$ cat src/hw/rtl/pfsd_pkg.sv
package pfsd_pkg;

   // number format
   localparam int FRAC_BITS = 16;
   localparam int W = 32;
   localparam int WW = W + 4;

   // pipeline shape
   localparam int SQRT_STEPS = 32;
   localparam int NUM_W = W + FRAC_BITS;
   localparam int DIV_STEPS = NUM_W;
   localparam int TERM_STAGES = 7;
   localparam int N_STG = 1 + SQRT_STEPS + 1 + DIV_STEPS + TERM_STAGES;
   localparam int ST_PREP = 1 + SQRT_STEPS;

   // divider lanes
   localparam int NUM_LANES = 7;
   localparam int LANE_CX = 0;
   localparam int LANE_CY = 1;
   localparam int LANE_ZR = 2;
   localparam int LANE_IR = 3;
   localparam int LANE_IRZ = 4;
   localparam int LANE_RR = 5;
   localparam int LANE_FAC = 6;

   // constants
   localparam logic [W-1:0] ONE_QF = W'(longint'(1) << FRAC_BITS);
   localparam longint INV4PI_Q32 = 341782638;
   localparam logic [W-1:0] INV4PI_QF =
      W'((INV4PI_Q32 + (longint'(1) << (31 - FRAC_BITS))) >> (32 - FRAC_BITS));
   localparam logic [30:0] SHEAR_RESET = 31'd65536;
   localparam logic [15:0] POISSON_RESET = 16'd19661;

   // register map
   localparam int CSR_AW = 3;
   localparam logic CSR_IDX_SHEAR = 1'b0;
   localparam logic CSR_IDX_POISSON = 1'b1;

   typedef logic signed [W-1:0] q_type;
   typedef logic signed [WW-1:0] wq_type;

   typedef struct packed {
      q_type pos_x;
      q_type pos_y;
      q_type pos_z;
      q_type normal_force;
      q_type shear_force_x;
      q_type shear_force_y;
      q_type disp_x_in;
      q_type disp_y_in;
      q_type disp_z_in;
   } sq_side_type;

   typedef struct packed {
      logic [63:0] rem;
      logic [63:0] root;
      sq_side_type side;
   } sq_pl_type;

   typedef struct packed {
      q_type normal_force;
      q_type shear_force_x;
      q_type shear_force_y;
      q_type disp_x_in;
      q_type disp_y_in;
      q_type disp_z_in;
      logic singular;
   } dv_side_type;

   typedef struct packed {
      logic [W-1:0] rem;
      logic [NUM_W-1:0] num;
      logic [NUM_W-1:0] quo;
      logic [W-1:0] dvs;
      logic neg;
   } dv_lane_type;

   typedef struct packed {
      dv_lane_type [NUM_LANES-1:0] lane;
      dv_side_type side;
   } dv_pl_type;

   typedef struct packed {
      q_type disp_x_out;
      q_type disp_y_out;
      q_type disp_z_out;
      logic singular;
   } rsp_pl_type;

   function automatic logic [W-1:0] mag(q_type v);
      return v[W-1] ? W'(-v) : W'(v);
   endfunction

   // magnitude and sign to saturated signed value
   function automatic q_type mag_to_q(logic [63:0] m, logic neg);
      if (neg) begin
         if (m >= 64'h8000_0000) return q_type'(32'h8000_0000);
         else return q_type'(-m[W-1:0]);
      end else begin
         if (m >= 64'h8000_0000) return q_type'(32'h7fff_ffff);
         else return q_type'(m[W-1:0]);
      end
   endfunction

   function automatic q_type sat32(wq_type v);
      if (v > wq_type'(32'sh7fff_ffff)) return q_type'(32'h7fff_ffff);
      else if (v < wq_type'(32'sh8000_0000)) return q_type'(32'h8000_0000);
      else return q_type'(v[W-1:0]);
   endfunction

   // fixed point product, rounded half away from zero
   function automatic q_type qmul(q_type a, q_type b);
      logic [63:0] m;
      logic [63:0] mr;
      m = 64'(mag(a)) * 64'(mag(b));
      mr = (m + 64'(longint'(1) << (FRAC_BITS - 1))) >> FRAC_BITS;
      return mag_to_q(mr, a[W-1] ^ b[W-1]);
   endfunction

   // load a divider lane: numerator carries the rounding half divisor
   function automatic dv_lane_type dv_init(logic [W-1:0] ma, logic [W-1:0] d, logic neg);
      dv_lane_type o;
      logic [W-1:0] dd;
      dd = (d == '0) ? W'(1) : d;
      o.rem = '0;
      o.quo = '0;
      o.dvs = dd;
      o.neg = neg;
      o.num = {ma, {FRAC_BITS{1'b0}}} + NUM_W'(dd >> 1);
      return o;
   endfunction

   // one restoring quotient bit
   function automatic dv_lane_type dv_step(dv_lane_type l);
      dv_lane_type o;
      logic [W:0] t;
      o = l;
      t = {l.rem, l.num[NUM_W-1]};
      o.num = l.num << 1;
      if (t >= {1'b0, l.dvs}) begin
         o.rem = W'(t - {1'b0, l.dvs});
         o.quo = {l.quo[NUM_W-2:0], 1'b1};
      end else begin
         o.rem = t[W-1:0];
         o.quo = {l.quo[NUM_W-2:0], 1'b0};
      end
      return o;
   endfunction

   function automatic q_type dv_result(dv_lane_type l);
      return mag_to_q(64'(l.quo), l.neg);
   endfunction

endpackage

$ cat src/hw/rtl/pfsd_sqrt_cell.sv
module pfsd_sqrt_cell import pfsd_pkg::*; #(
   parameter int STEP = 0
) (
   input  logic      clock,
   input  logic      en,
   input  sq_pl_type cell_in,
   output sq_pl_type cell_out
);
   localparam logic [63:0] BIT = 64'(1) << (62 - 2 * STEP);

   sq_pl_type pl_in;
   sq_pl_type pl_ff;

   // one root bit of the restoring square root
   always_comb begin
      pl_in = cell_in;
      if (cell_in.rem >= cell_in.root + BIT) begin
         pl_in.rem = cell_in.rem - (cell_in.root + BIT);
         pl_in.root = (cell_in.root >> 1) + BIT;
      end else begin
         pl_in.root = cell_in.root >> 1;
      end
   end

   always_ff @(posedge clock) begin
      if (en) pl_ff <= pl_in;
   end

   assign cell_out = pl_ff;
endmodule

$ cat config.mk
export PLATFORM = sky130hd
export DESIGN_NAME = pfsd_sqrt_cell
export DESIGN_NICKNAME = d
export VERILOG_FILES = /design/src/hw/rtl/pfsd_pkg.sv /design/src/hw/rtl/pfsd_sqrt_cell.sv
export SDC_FILE = /design/constraint.sdc
export NUM_CORES = 1
export LEC_CHECK = 0
export BUFFER_PORTS_ARGS = -buffer_cell sky130_fd_sc_hd__buf_2
export CAP_MARGIN = 15
export CELL_PAD_IN_SITES_DETAIL_PLACEMENT = 0
export CELL_PAD_IN_SITES_GLOBAL_PLACEMENT = 2
export CORE_AREA = 8 8 317 319
export DETAILED_ROUTE_END_ITERATION = 8
export DIE_AREA = 0 0 325 327
export PLACE_DENSITY = 0.61
export SYNTH_ARGS = -nofsm -noshare
export SYNTH_HDL_FRONTEND = slang
export SYNTH_SLANG_ARGS = --single-unit
$ cat constraint.sdc
create_clock -name clock -period 3.35 [get_ports clock]
set_clock_uncertainty 0.15 [all_clocks]
set_input_delay 0.335 -clock clock [delete_from_list [all_inputs] [get_ports clock]]
set_output_delay 0.335 -clock clock [all_outputs]
set_load 0.01 [all_outputs]
Word level (Yosys, flattened, before mapping)
Index checks and enable logic that the tools add are counted.
Cells by class
  order comparisons: 1
  $add $sub $neg: 3
  multiplexer cells: 2
Operators with widths (number)
  $add 63x63->64 const B: 1
  $add 64x63->64 const B: 1
  $ge 64x64->1: 1
  $mux 64: 1
  $sub 64x64->64: 1
  $mux 63: 1
Word-level totals
  output and inout bits: 416
  register bits: 416

Depth between registers and ports, before layout
Gate-level depths: netlist (run 1).
  word-level depth: 3
  gate-level depth with buffers: 14

Worst setup path before layout (run 1)
Ideal clock, no wire load.
  kind: input to register
  from: in cell_in[304] (netlist bit)
  to: reg pl_ff (netlist bit cell_out[412]), data pin
  data required time: 2.943 ns
  stages on the path: 12
  data arrival time: 2.941 ns
  setup time: 0.257 ns
  path buffers: 0
  path slack: 0.002 ns
  path through: inv_1 > ha_1 > and2_1 > nand3_1 > or3_1 > a41o_1 > nor3_2 > o21ai_1 > o41ai_4 > or4b_1 > a21oi_1 > nor3_1
RTL lines
  start, declared: line pfsd_sqrt_cell.sv:6  | input sq_pl_type cell_in,
  end signal, assigned: line pfsd_sqrt_cell.sv:26  | if (en) pl_ff <= pl_in;
  end, declared: line pfsd_sqrt_cell.sv:12  | sq_pl_type pl_ff;

==> results.cfg, run 1 <==
[timing]
setup_total_negative_slack_ns = 0
grt_setup_unrepaired = yes
worst_slew_pin_slew_ns = 0.814
maxClockFrequency_mhz = 303
maxSlewHeadroom_pct = 45.7
post-route-period-util_pct = 98.6
max_slew_violations = 0
setup-violations-final = 0
finalWorstPathRequiredPeriod_ns = 3.30
hold_viol_final = 0

[pwr]
cellInternalPower_uw = 10900
swShare_pct = 28.0
clkPwrFrac_pct = 36.1
cellPowerDensity_mw_per_mm2 = 496
power.net_switching_uw = 4230
seq_power_share_pct = 42.6
totalPowerFinal_uw = 15100
comb_power_share_pct = 21.3
leakage_uw = 0.0133
peakVddDrop_mv = 0.331

[worst_setup_path]
cp_num_buf_inv = 6
crit_chain = dlygate4sd3_1 > buf_2 > inv_1 > ha_1 > and4_1 > and3_1 > inv_1 > nor2_1 > a2111oi_4 > o41ai_4 > buf_4 > buf_4 > and3_1 > a311o_1 > nor2_1
slowest_delay_ns = 0.53
critical_path_cell_count = 15
worst_setup_path_start_kind = input pin
arrival_time_worst_endpoint_ns = 3.61
critPathCaptureType = flip-flop
critical_path.slowest_cell = sky130_fd_sc_hd__dlygate4sd3_1
critical-path-top-delay-family = buffers and inverters
crit_fanout = 15
worstPathRequired_ns = 3.66
critical_path_class = in2reg

[global_route]
grt_pass1_wl_um = 135000
vias_in_the_first_global_route = 16865
number_of_antenna_violations_at_the_first_check_in_global_routing = 50
grtUsageTotal_pct = 17.8
globalRouteOverflowTotal = 0
grt_max_degree = 66

[cts]
cts.reportedPaths.clkPinSlew_ns = 0.06
ctsHtreeMaxLevel = 2
tritoncts = done
ctsLongestPathBuffers = 3
cts_buffers = 53
root_buffer = sky130_fd_sc_hd__clkbuf_16
clock_sinks = 416

[detailed_routing]
postRouteAntennaNets = 0
detail_route.drc_violations = 0
avgViaCountPerCell = 3.98
dr_total_vias = 15826
detail_route.wl_per_cell_um = 24.8
drt_first_pass_iters = 5
totalWireLength_um = 98800
drt_first_iter_violations = 883

[placement]
globalplace.congestion = 0.877
placed_cells = 3453
place.port_buffers = 833
hpwl_um = 81700

[layout]
finish.utilization_pct = 31.8
most_common_cell_after_layout_fill_and_taps_aside = sky130_fd_sc_hd__buf_2
fillCellCount = 9819
mostFrequentLayoutCells = 832 x sky130_fd_sc_hd__buf_2, 416 x sky130_fd_sc_hd__edfxtp_1, 413 x sky130_fd_sc_hd__dlygate4sd3_1
final_nets = 3131
largest_register_ffs = 416
area_growth_syn_to_layout_pct = 76.4
fraction_of_final_layout_cells_with_drive_strength_greater_than_1_pct = 42.7
post_layout_nonfiller_instances = 3980

[min_path]
min_path_cells = 3
worstHoldStart = cell_in[412]
whs_endpoint = cell_out[412]
hold_class = in2reg

[yosys]
synthDistinctLibCells = 58
yosys_register_bits = 416
net_count_synth = 1656
synth_async_sr_flop_share_pct = 0
synth-edff-count = 416
yosysSeqAreaShare_pct = 72.4
synth_top_area_share_pct = 72.4
main_area_contributors_after_synthesis = sky130_fd_sc_hd__edfxtp_1 72%, sky130_fd_sc_hd__ha_1 4.6%, sky130_fd_sc_hd__a21oi_1 3.2%, sky130_fd_sc_hd__a21o_1 2.1%, sky130_fd_sc_hd__xnor2_1 1.8%
post-synth-top-area-cell = sky130_fd_sc_hd__edfxtp_1
synth.cell_area_mm2 = 0.0173
synth-warning-count = 0
synth_area_per_cell_um2 = 14.7
post_synth_inst_count = 1173
top_flip_flop_cell_by_instance_count_after_synthesis = sky130_fd_sc_hd__edfxtp_1

[outcome]
outcome = complete, no violations

[die]
ioPinCount = 834
num_rows = 114
floorplan.die_area_mm2 = 0.106
die-height_um = 327
chipWidth_um = 325
core_region_area_mm2 = 0.0957
floorplan.initialDensity_pct = 18.0

[flow_run]
drv.max_cap_violation_count = 0
## area by class of cell
type | instances | area, um^2 | area share, %
Clock buffer | 62 | 1360 | 4.47
Multi-Input combinational cell | 642 | 4410 | 14.5
Antenna cell | 17 | 42.5 | 0.140
Sequential cell | 416 | 12500 | 41.0
Tap cell | 1276 | 1600 | 5.24
Clock inverter | 32 | 249 | 0.818
Inverter | 78 | 293 | 0.962
Timing Repair Buffer | 1457 | 10000 | 32.9
## how the worst max path moves through the flow
| stage | startpoint | end | slack, ns |
|---|---|---|---|
| after global routing | cell_in[288] | cell_out[412] | -0.0008 |
| final | cell_in[347] | cell_out[413] | 0.05 |
| after detailed placement | cell_in[288] | cell_out[361] | -0.94 |
| after floorplan | cell_in[304] | cell_out[412] | 0.002 |
| after global placement | cell_in[352] | cell_out[369] | -0.89 |
| after CTS | cell_in[403] | cell_out[413] | 0.007 |
## power groups by stage
stage / logic (uW) / registers [uW] / clock network (uW)
2_1_floorplan: 823 / 6780 / 0
3_3_place_gp: 2820 / 6540 / 0
3_5_place_dp: 2830 / 6540 / 0
4_1_cts: 3280 / 6440 / 5650
5_1_grt: 3490 / 6480 / 5810
6_report: 3220 / 6440 / 5460
## metrics by stage
step	setup WS, ns	cell area [um^2]	hold WS (ns)
after detailed placement	-0.940	24500	0.363
after floorplan	0.00162	17300	0.284
final	0.0461	30400	0.0724
after CTS	0.00702	30300	0.000000888
after global placement	-0.889	24500	0.362
after global routing	-0.000804	30400	0.0294
## what timing repair did
action | CTS | global route
setup buffers | 2 | 1
endpoints found under the setup margin | 52 | 46
hold endpoints to repair | 414 | 0
hold buffers | 413 | 0
pin swaps | 1 | 4
gates resized for setup | 1 | 20
## cells in the mapped netlist (3+ instances only)
| master | n |
|---|---|
| sky130_fd_sc_hd__nor2b_1 | 10 |
| sky130_fd_sc_hd__nand3_1 | 14 |
| sky130_fd_sc_hd__or2_2 | 4 |
| sky130_fd_sc_hd__a21oi_1 | 111 |
| sky130_fd_sc_hd__inv_1 | 78 |
| sky130_fd_sc_hd__nor2_1 | 82 |
| sky130_fd_sc_hd__a21boi_0 | 5 |
| sky130_fd_sc_hd__a41oi_1 | 5 |
| sky130_fd_sc_hd__a211oi_1 | 4 |
| sky130_fd_sc_hd__nor3_1 | 11 |
| sky130_fd_sc_hd__o21ai_0 | 40 |
| sky130_fd_sc_hd__mux2_2 | 10 |
| sky130_fd_sc_hd__a21o_1 | 49 |
| sky130_fd_sc_hd__a31oi_1 | 7 |
| sky130_fd_sc_hd__edfxtp_1 | 416 |
| sky130_fd_sc_hd__mux2_1 | 4 |
| sky130_fd_sc_hd__and2_1 | 10 |
| sky130_fd_sc_hd__nand2b_1 | 3 |
| sky130_fd_sc_hd__o21ai_1 | 3 |
| sky130_fd_sc_hd__xnor2_1 | 36 |
| sky130_fd_sc_hd__o31a_1 | 5 |
| sky130_fd_sc_hd__or3_1 | 4 |
| sky130_fd_sc_hd__o211ai_1 | 7 |
| sky130_fd_sc_hd__nand4_1 | 18 |
| sky130_fd_sc_hd__clkbuf_1 | 25 |
| sky130_fd_sc_hd__ha_1 | 64 |
| sky130_fd_sc_hd__buf_2 | 11 |
| sky130_fd_sc_hd__xor2_1 | 20 |
| sky130_fd_sc_hd__o21bai_1 | 11 |
| sky130_fd_sc_hd__and3_1 | 13 |
| sky130_fd_sc_hd__nand2_1 | 52 |
| sky130_fd_sc_hd__o21a_1 | 7 |
| sky130_fd_sc_hd__and4_1 | 3 |
## kinds of logic after synthesis
group | Yosys count | share of synthesized area [%]
AOI/OAI and AO/OA | 272 | 9.88
muxes | 15 | 0.972
DFF | 416 | 72.4
adders and majority gates | 65 | 4.76
xor gates and xnor gates | 56 | 2.84
buffers and inverters | 115 | 2.59
and+or+nand+nor | 234 | 6.58
## metal layers
metal,part of all wire [%],vias up,track usage (%)
met3,9.3,122,7.73
met4,3.1,32,5.11
li1,-,7397,-
met2,48,566,30.1
met5,0.20,-,0
met1,39,7709,20.3
No activity file was read; power rests on OpenSTA's default activity.
==> inputs of run 2 (changes only) <==
- ABC_AREA: default -> 1
- CORE_AREA: 8 8 317 319 -> 8 8 319 321
- CTS_BUF_LIST: default -> sky130_fd_sc_hd__clkbuf_4 sky130_fd_sc_hd__clkbuf_8
- DIE_AREA: 0 0 325 327 -> 0 0 327 329
- PLACE_DENSITY: 0.61 -> 0.69
==> run 2 against run 1 <==
Worst setup slack gained 0.063 ns. Non-clock buffer count shrank 175. Core utilization grew 0.73 points. Synthesized cell count grew 71%. Global-route usage grew 4.5 points. First-iteration DRC count grew 36%. Combinational power grew 7.8%. Hold slack lost 0.032 ns. Total power grew 3.1%. Via count grew 20%. Clock-buffer cell count grew 51. Largest power group unchanged.
==> results.cfg, run 2 <==
[outcome]
outcome = complete, no violations

[global_route]
grtUsageTotal_pct = 22.3
globalRouteOverflowTotal = 0
vias_in_the_first_global_route = 19970
grt_max_degree = 57
grt_pass1_wl_um = 165000
number_of_antenna_violations_at_the_first_check_in_global_routing = 37

[detailed_routing]
drt_first_pass_iters = 5
avgViaCountPerCell = 4.01
dr_total_vias = 18922
detail_route.drc_violations = 0
totalWireLength_um = 124000
drt_first_iter_violations = 1201
detail_route.wl_per_cell_um = 26.3
postRouteAntennaNets = 0

[worst_setup_path]
worst_setup_path_start_kind = input pin
critical_path.most_common_cell = sky130_fd_sc_hd__nand2_1
critical_path.slowest_cell = sky130_fd_sc_hd__dlygate4sd3_1
worstPathRequired_ns = 3.64
slowest_delay_ns = 0.56
arrival_time_worst_endpoint_ns = 3.53
critical_path_class = in2reg
crit_fanout = 19
crit_chain = dlygate4sd3_1 > buf_2 > ha_1 > nand2_1 > inv_2 > nand2_1 > nor3_2 > nand2_1 > nor2_1 > nor2_1 > buf_4 > nand2_4 > buf_8 > o21ai_0 > dlygate4sd3_1
critPathCaptureType = flip-flop

[timing]
post-route-period-util_pct = 96.8
fin_worst_hold_slack_ns = 0.0399
maxClockFrequency_mhz = 309
finalWorstPathRequiredPeriod_ns = 3.24
setup_total_negative_slack_ns = 0
worst_slew_pin_slew_ns = 0.673
maxSlewHeadroom_pct = 55.1
setup-violations-final = 0
max_slew_violations = 0
grt_setup_unrepaired = no
hold_viol_final = 0

[yosys]
yosys_register_bits = 416
synth_area_per_cell_um2 = 9.80
synthDistinctLibCells = 29
synth_top_area_share_pct = 63.7
yosysSeqAreaShare_pct = 63.7
synth-edff-count = 416
post_synth_inst_count = 2000
yosysMostFrequentCell = sky130_fd_sc_hd__nand2_1
synth.cell_area_mm2 = 0.0196
synth-warning-count = 0
synth_async_sr_flop_share_pct = 0
top_flip_flop_cell_by_instance_count_after_synthesis = sky130_fd_sc_hd__edfxtp_1
post-synth-top-area-cell = sky130_fd_sc_hd__edfxtp_1
main_area_contributors_after_synthesis = sky130_fd_sc_hd__edfxtp_1 64%, sky130_fd_sc_hd__nand2_1 15%, sky130_fd_sc_hd__inv_1 7.7%, sky130_fd_sc_hd__ha_1 4.1%, sky130_fd_sc_hd__nor2_1 2.1%
net_count_synth = 2483
synthTopCellsByCount = 762 x sky130_fd_sc_hd__nand2_1, 416 x sky130_fd_sc_hd__edfxtp_1, 401 x sky130_fd_sc_hd__inv_1

[die]
core_region_area_mm2 = 0.0971
ioPinCount = 834
chipWidth_um = 327
floorplan.die_area_mm2 = 0.108
die-height_um = 329
floorplan.initialDensity_pct = 20.2
num_rows = 115

[cts]
ctsHtreeMaxLevel = 3
ctsLongestPathBuffers = 3
cts.reportedPaths.clkPinSlew_ns = 0.06
clock_sinks = 416
tritoncts = done
cts_buffers = 83
root_buffer = sky130_fd_sc_hd__clkbuf_8

[placement]
globalplace.congestion = 0.971
hpwl_um = 105000
place.port_buffers = 833
placed_cells = 4139

[layout]
multiInputGateArea_mm2 = 0.00549
final_nets = 3837
finish.utilization_pct = 32.5
largest_register_ffs = 416
area_growth_syn_to_layout_pct = 61.2
post_layout_nonfiller_instances = 4724
most_common_cell_after_layout_fill_and_taps_aside = sky130_fd_sc_hd__buf_2
sequential_cell_area_mm2 = 0.0125
mostFrequentLayoutCells = 832 x sky130_fd_sc_hd__buf_2, 761 x sky130_fd_sc_hd__nand2_1, 416 x sky130_fd_sc_hd__edfxtp_1, 416 x sky130_fd_sc_hd__dlygate4sd3_1, 401 x sky130_fd_sc_hd__inv_1
fraction_of_final_layout_cells_with_drive_strength_greater_than_1_pct = 30.3
fillCellCount = 10417

[pwr]
leakage_uw = 0.0154
cellPowerDensity_mw_per_mm2 = 493
peakVddDrop_mv = 0.213
power.net_switching_uw = 4870
comb_power_share_pct = 22.3
seq_power_share_pct = 41.3
clkPwrFrac_pct = 36.4
cellInternalPower_uw = 10700
swShare_pct = 31.3

[min_path]
hold_class = in2reg

[flow_run]
drv.max_cap_violation_count = 0
==> run 2: cell count changes in the layout (fill, tap and decap cells not counted), sizes merged, moves of 34 or more <==
cell    change
a21oi      -67
clkbuf     +51
a21o       -49
inv       +330
nor2       +37
buf       -179
o21ai      -35
nand3      +76
xnor2      -34
nand2     +718
==> run 2: through the flow <==
stage | total power [uW] | area, um^2 | setup WS, ns
6_report | 15600 | 31600 | 0.109
5_1_grt | 16300 | 31600 | 0.0156
4_1_cts | 15900 | 31500 | 0.0664
3_5_place_dp | 9600 | 25600 | 0.248
3_3_place_gp | 9610 | 25600 | 0.216
2_1_floorplan | 7800 | 19600 | 0.898
==> run 2: kinds of logic after synthesis <==
| kind of cell | Yosys count | synth area share, % |
|---|---|---|
| AO/OA/AOI/OAI | 52 | 1.35 |
| buffers and inverters | 420 | 8.32 |
| XOR/XNOR | 32 | 1.43 |
| flip-flops | 416 | 63.7 |
| AND/OR/NAND/NOR | 1015 | 21.0 |
| adder cells (fa/ha/maj) | 65 | 4.19 |
==> run 2: path summary, 6_finish.rpt <==
check	from	depth (start not counted)	end	slack, ns
worst max-delay path	cell_in[411]	15	cell_out[352]	0.11
worst min-delay path	cell_in[314]	2	cell_out[313]	0.04
==> run 2: power by group through the flow <==
stage,logic [uW],registers (uW),clock network (uW)
2_1_floorplan,1010,6790,0
3_3_place_gp,3070,6540,0
3_5_place_dp,3060,6540,0
4_1_cts,3550,6450,5920
5_1_grt,3760,6490,6070
6_report,3470,6440,5670
==> run 2: what timing repair did <==
| item | CTS | global route |
|---|---|---|
| endpoints found under the hold margin | 460 | 0 |
| setup endpoints to repair | 0 | 1 |
| setup buffers | 0 | 0 |
| hold buffers | 417 | 0 |
| gates resized for setup | 0 | 5 |
==> run 2: worst max-delay path: cells and delay by family <==
family                     cells  cell delay (ns)
buffers and inverters          6             1.65
and+or+nand+nor                7             1.00
adders and majority gates      1             0.45
AOI/OAI and AO/OA              1             0.10
==> run 2: routing by layer <==
layer | global-route usage, % | vias up | part of all wire (%)
met4 | 10.6 | 20 | 5.2
li1 | - | 9099 | -
met3 | 9.36 | 203 | 9.6
met5 | 0 | - | 0.10
met1 | 25.3 | 8862 | 39
met2 | 36.1 | 738 | 46
==> run 2: final cells by class <==
cell class	count	area share, %
Sequential cell	416	39.5
Timing Repair Buffer	1282	27.5
Inverter	407	4.84
Multi-Input combinational cell	1164	17.4
Clock buffer	113	4.33
Antenna cell	17	0.135
Tap cell	1287	5.09
Clock inverter	38	1.17
==> inputs of run 3 (changes only) <==
- PLACE_DENSITY: 0.69 -> 0.67
- RECOVER_POWER: default -> 100
- clock period: 3.35 -> 4.1 ns (I/O delays scaled with it)
==> run 3 against run 2 <==
The flow now finishes with violations (max-capacitance violations, max-slew violations). Sequential share of layout area increased by 1.4 points. Non-clock buffer count decreased by 23. Clock-buffer cell count decreased by 3. Clock power decreased by 24%. Via count decreased by 0.72%. First-iteration DRC count decreased by 8.9%. Sequential power decreased by 18%. Critical path depth decreased by 1. Hold slack improved by 0.14 ns. Total power decreased by 21%. Routed wire length decreased by 2.6%. Largest cell class unchanged. Largest power group unchanged.
==> results.cfg, run 3 (same netlist as run 2, synthesis figures left out) <==
[timing]
maxSlewHeadroom_pct = -41.7
hold_viol_final = 0
worst_slew_pin_slew_ns = 2.13
setup-violations-final = 0
finalWorstPathRequiredPeriod_ns = 3.49
setup_total_negative_slack_ns = 0
max_slew_violations = 68
maxClockFrequency_mhz = 287
post-route-period-util_pct = 85.0
grt_setup_unrepaired = no

[detailed_routing]
totalWireLength_um = 121000
detail_route.wl_per_cell_um = 25.8
detail_route.drc_violations = 0
avgViaCountPerCell = 4.00
drt_first_iter_violations = 1094
drt_first_pass_iters = 7
dr_total_vias = 18785
postRouteAntennaNets = 0

[worst_setup_path]
critical_path_class = in2reg
worst_setup_path_start_kind = input pin
worstPathRequired_ns = 4.36
crit_fanout = 37
critPathCaptureType = flip-flop
arrival_time_worst_endpoint_ns = 3.75

[die]
floorplan.initialDensity_pct = 20.2
chipWidth_um = 327
core_region_area_mm2 = 0.0971
ioPinCount = 834
floorplan.die_area_mm2 = 0.108
die-height_um = 329
num_rows = 115

[cts]
root_buffer = sky130_fd_sc_hd__clkbuf_8
postCtsSetupRepairBufs = 0
tritoncts = done
clock_sinks = 416
ctsHtreeMaxLevel = 3
ctsLongestPathBuffers = 3
cts_buffers = 83
cts.reportedPaths.clkPinSlew_ns = 0.06

[layout]
largest_register_ffs = 416
area_growth_syn_to_layout_pct = 55.7
mostFrequentLayoutCells = 763 x sky130_fd_sc_hd__nand2_1, 523 x sky130_fd_sc_hd__clkbuf_1, 416 x sky130_fd_sc_hd__edfxtp_1, 416 x sky130_fd_sc_hd__dlygate4sd3_1, 401 x sky130_fd_sc_hd__inv_1
most_common_cell_after_layout_fill_and_taps_aside = sky130_fd_sc_hd__nand2_1
final_nets = 3814
finish.utilization_pct = 31.4
final_area_mm2 = 0.0305
fraction_of_final_layout_cells_with_drive_strength_greater_than_1_pct = 14.2

[outcome]
outcome = complete, but fails checks
violations = max-capacitance violations, max-slew violations

[pwr]
leakage_uw = 0.0138
cellPowerDensity_mw_per_mm2 = 401
totalPowerFinal_uw = 12200
peakVddDrop_mv = 0.212

[global_route]
number_of_antenna_violations_at_the_first_check_in_global_routing = 35
globalRouteOverflowTotal = 0
grtUsageTotal_pct = 21.7
grt_pass1_wl_um = 162000
vias_in_the_first_global_route = 19682
grt_max_degree = 89

[placement]
place.port_buffers = 833
globalplace.congestion = 0.932
placed_area_mm2 = 0.0254
hpwl_um = 101000

[flow_run]
drv.max_cap_violation_count = 1

[min_path]
hold_class = in2reg
[run 3: changes by cell type in the layout (fill, tap and decap cells not counted), sizes merged]
cell          delta
inv              -2
clkinv           +4
bufinv           -4
buf            -551
diode            +1
dlymetal6s4s     -1
clkbuf         +526
[run 3: layer usage]
layer | track usage [%] | wire length [um] | up-vias
li1 | - | - | 9036
met1 | 26.0 | 48800 | 8876
met2 | 36.4 | 57400 | 700
met3 | 8.01 | 11000 | 149
met4 | 6.14 | 3730 | 24
met5 | 0 | 145 | -
[run 3: per-stage QoR]
stage          std cells  worst slack, ns  hold WS [ns]
2_1_floorplan       2000             1.57         0.359
3_3_place_gp        4117            0.857         0.436
3_5_place_dp        4117            0.783         0.438
4_1_cts             4679            0.965        0.0731
5_1_grt             4688            0.416         0.168
6_report            4697            0.615         0.175
[run 3: final timing paths]
| check | start | end | cells past startpoint |
|---|---|---|---|
| setup / recovery | cell_in[318] | cell_out[352] | 14 |
| hold / removal | cell_in[288] | cell_out[352] | 5 |
[run 3: layout make-up]
type	count	area [um^2]
fill	10610	66600
sequential	416	12500
timing repair buffer	1259	7780
multi-input combinational	1164	5480
tap	1287	1610
inverter	407	1530
clock buffer	110	1360
clock inverter	36	240
antenna	18	45.0
[run 3: where the power goes]
part | internal [uW] | switching, uW | leakage (uW)
registers | 5150 | 123 | 0.00407
logic | 878 | 1770 | 0.00884
clock network | 2290 | 2040 | 0.000849
total | 8320 | 3930 | 0.0138
[run 3: worst max-delay path, cell delays in order]
cell and delay, ns:
sky130_fd_sc_hd__dlygate4sd3_1 0.63, sky130_fd_sc_hd__clkbuf_1 0.14, sky130_fd_sc_hd__inv_1 0.10, sky130_fd_sc_hd__ha_1 0.36, sky130_fd_sc_hd__nand2_1 0.14, sky130_fd_sc_hd__nor2_2 0.21, sky130_fd_sc_hd__nand2_1 0.12, sky130_fd_sc_hd__nor2_2 0.21
sky130_fd_sc_hd__nand4_1 0.17, sky130_fd_sc_hd__nand3_1 0.16, sky130_fd_sc_hd__nand2_1 0.10, sky130_fd_sc_hd__nand2_4 0.09, sky130_fd_sc_hd__clkbuf_2 0.69, sky130_fd_sc_hd__o21ai_0 0.17
[run 3: timing repair]
item | in CTS | in global routing
endpoints found under the hold margin | 424 | 0
setup endpoints to repair | 0 | 0
hold buffers | 416 | 0
gates resized for setup | 0 | 0
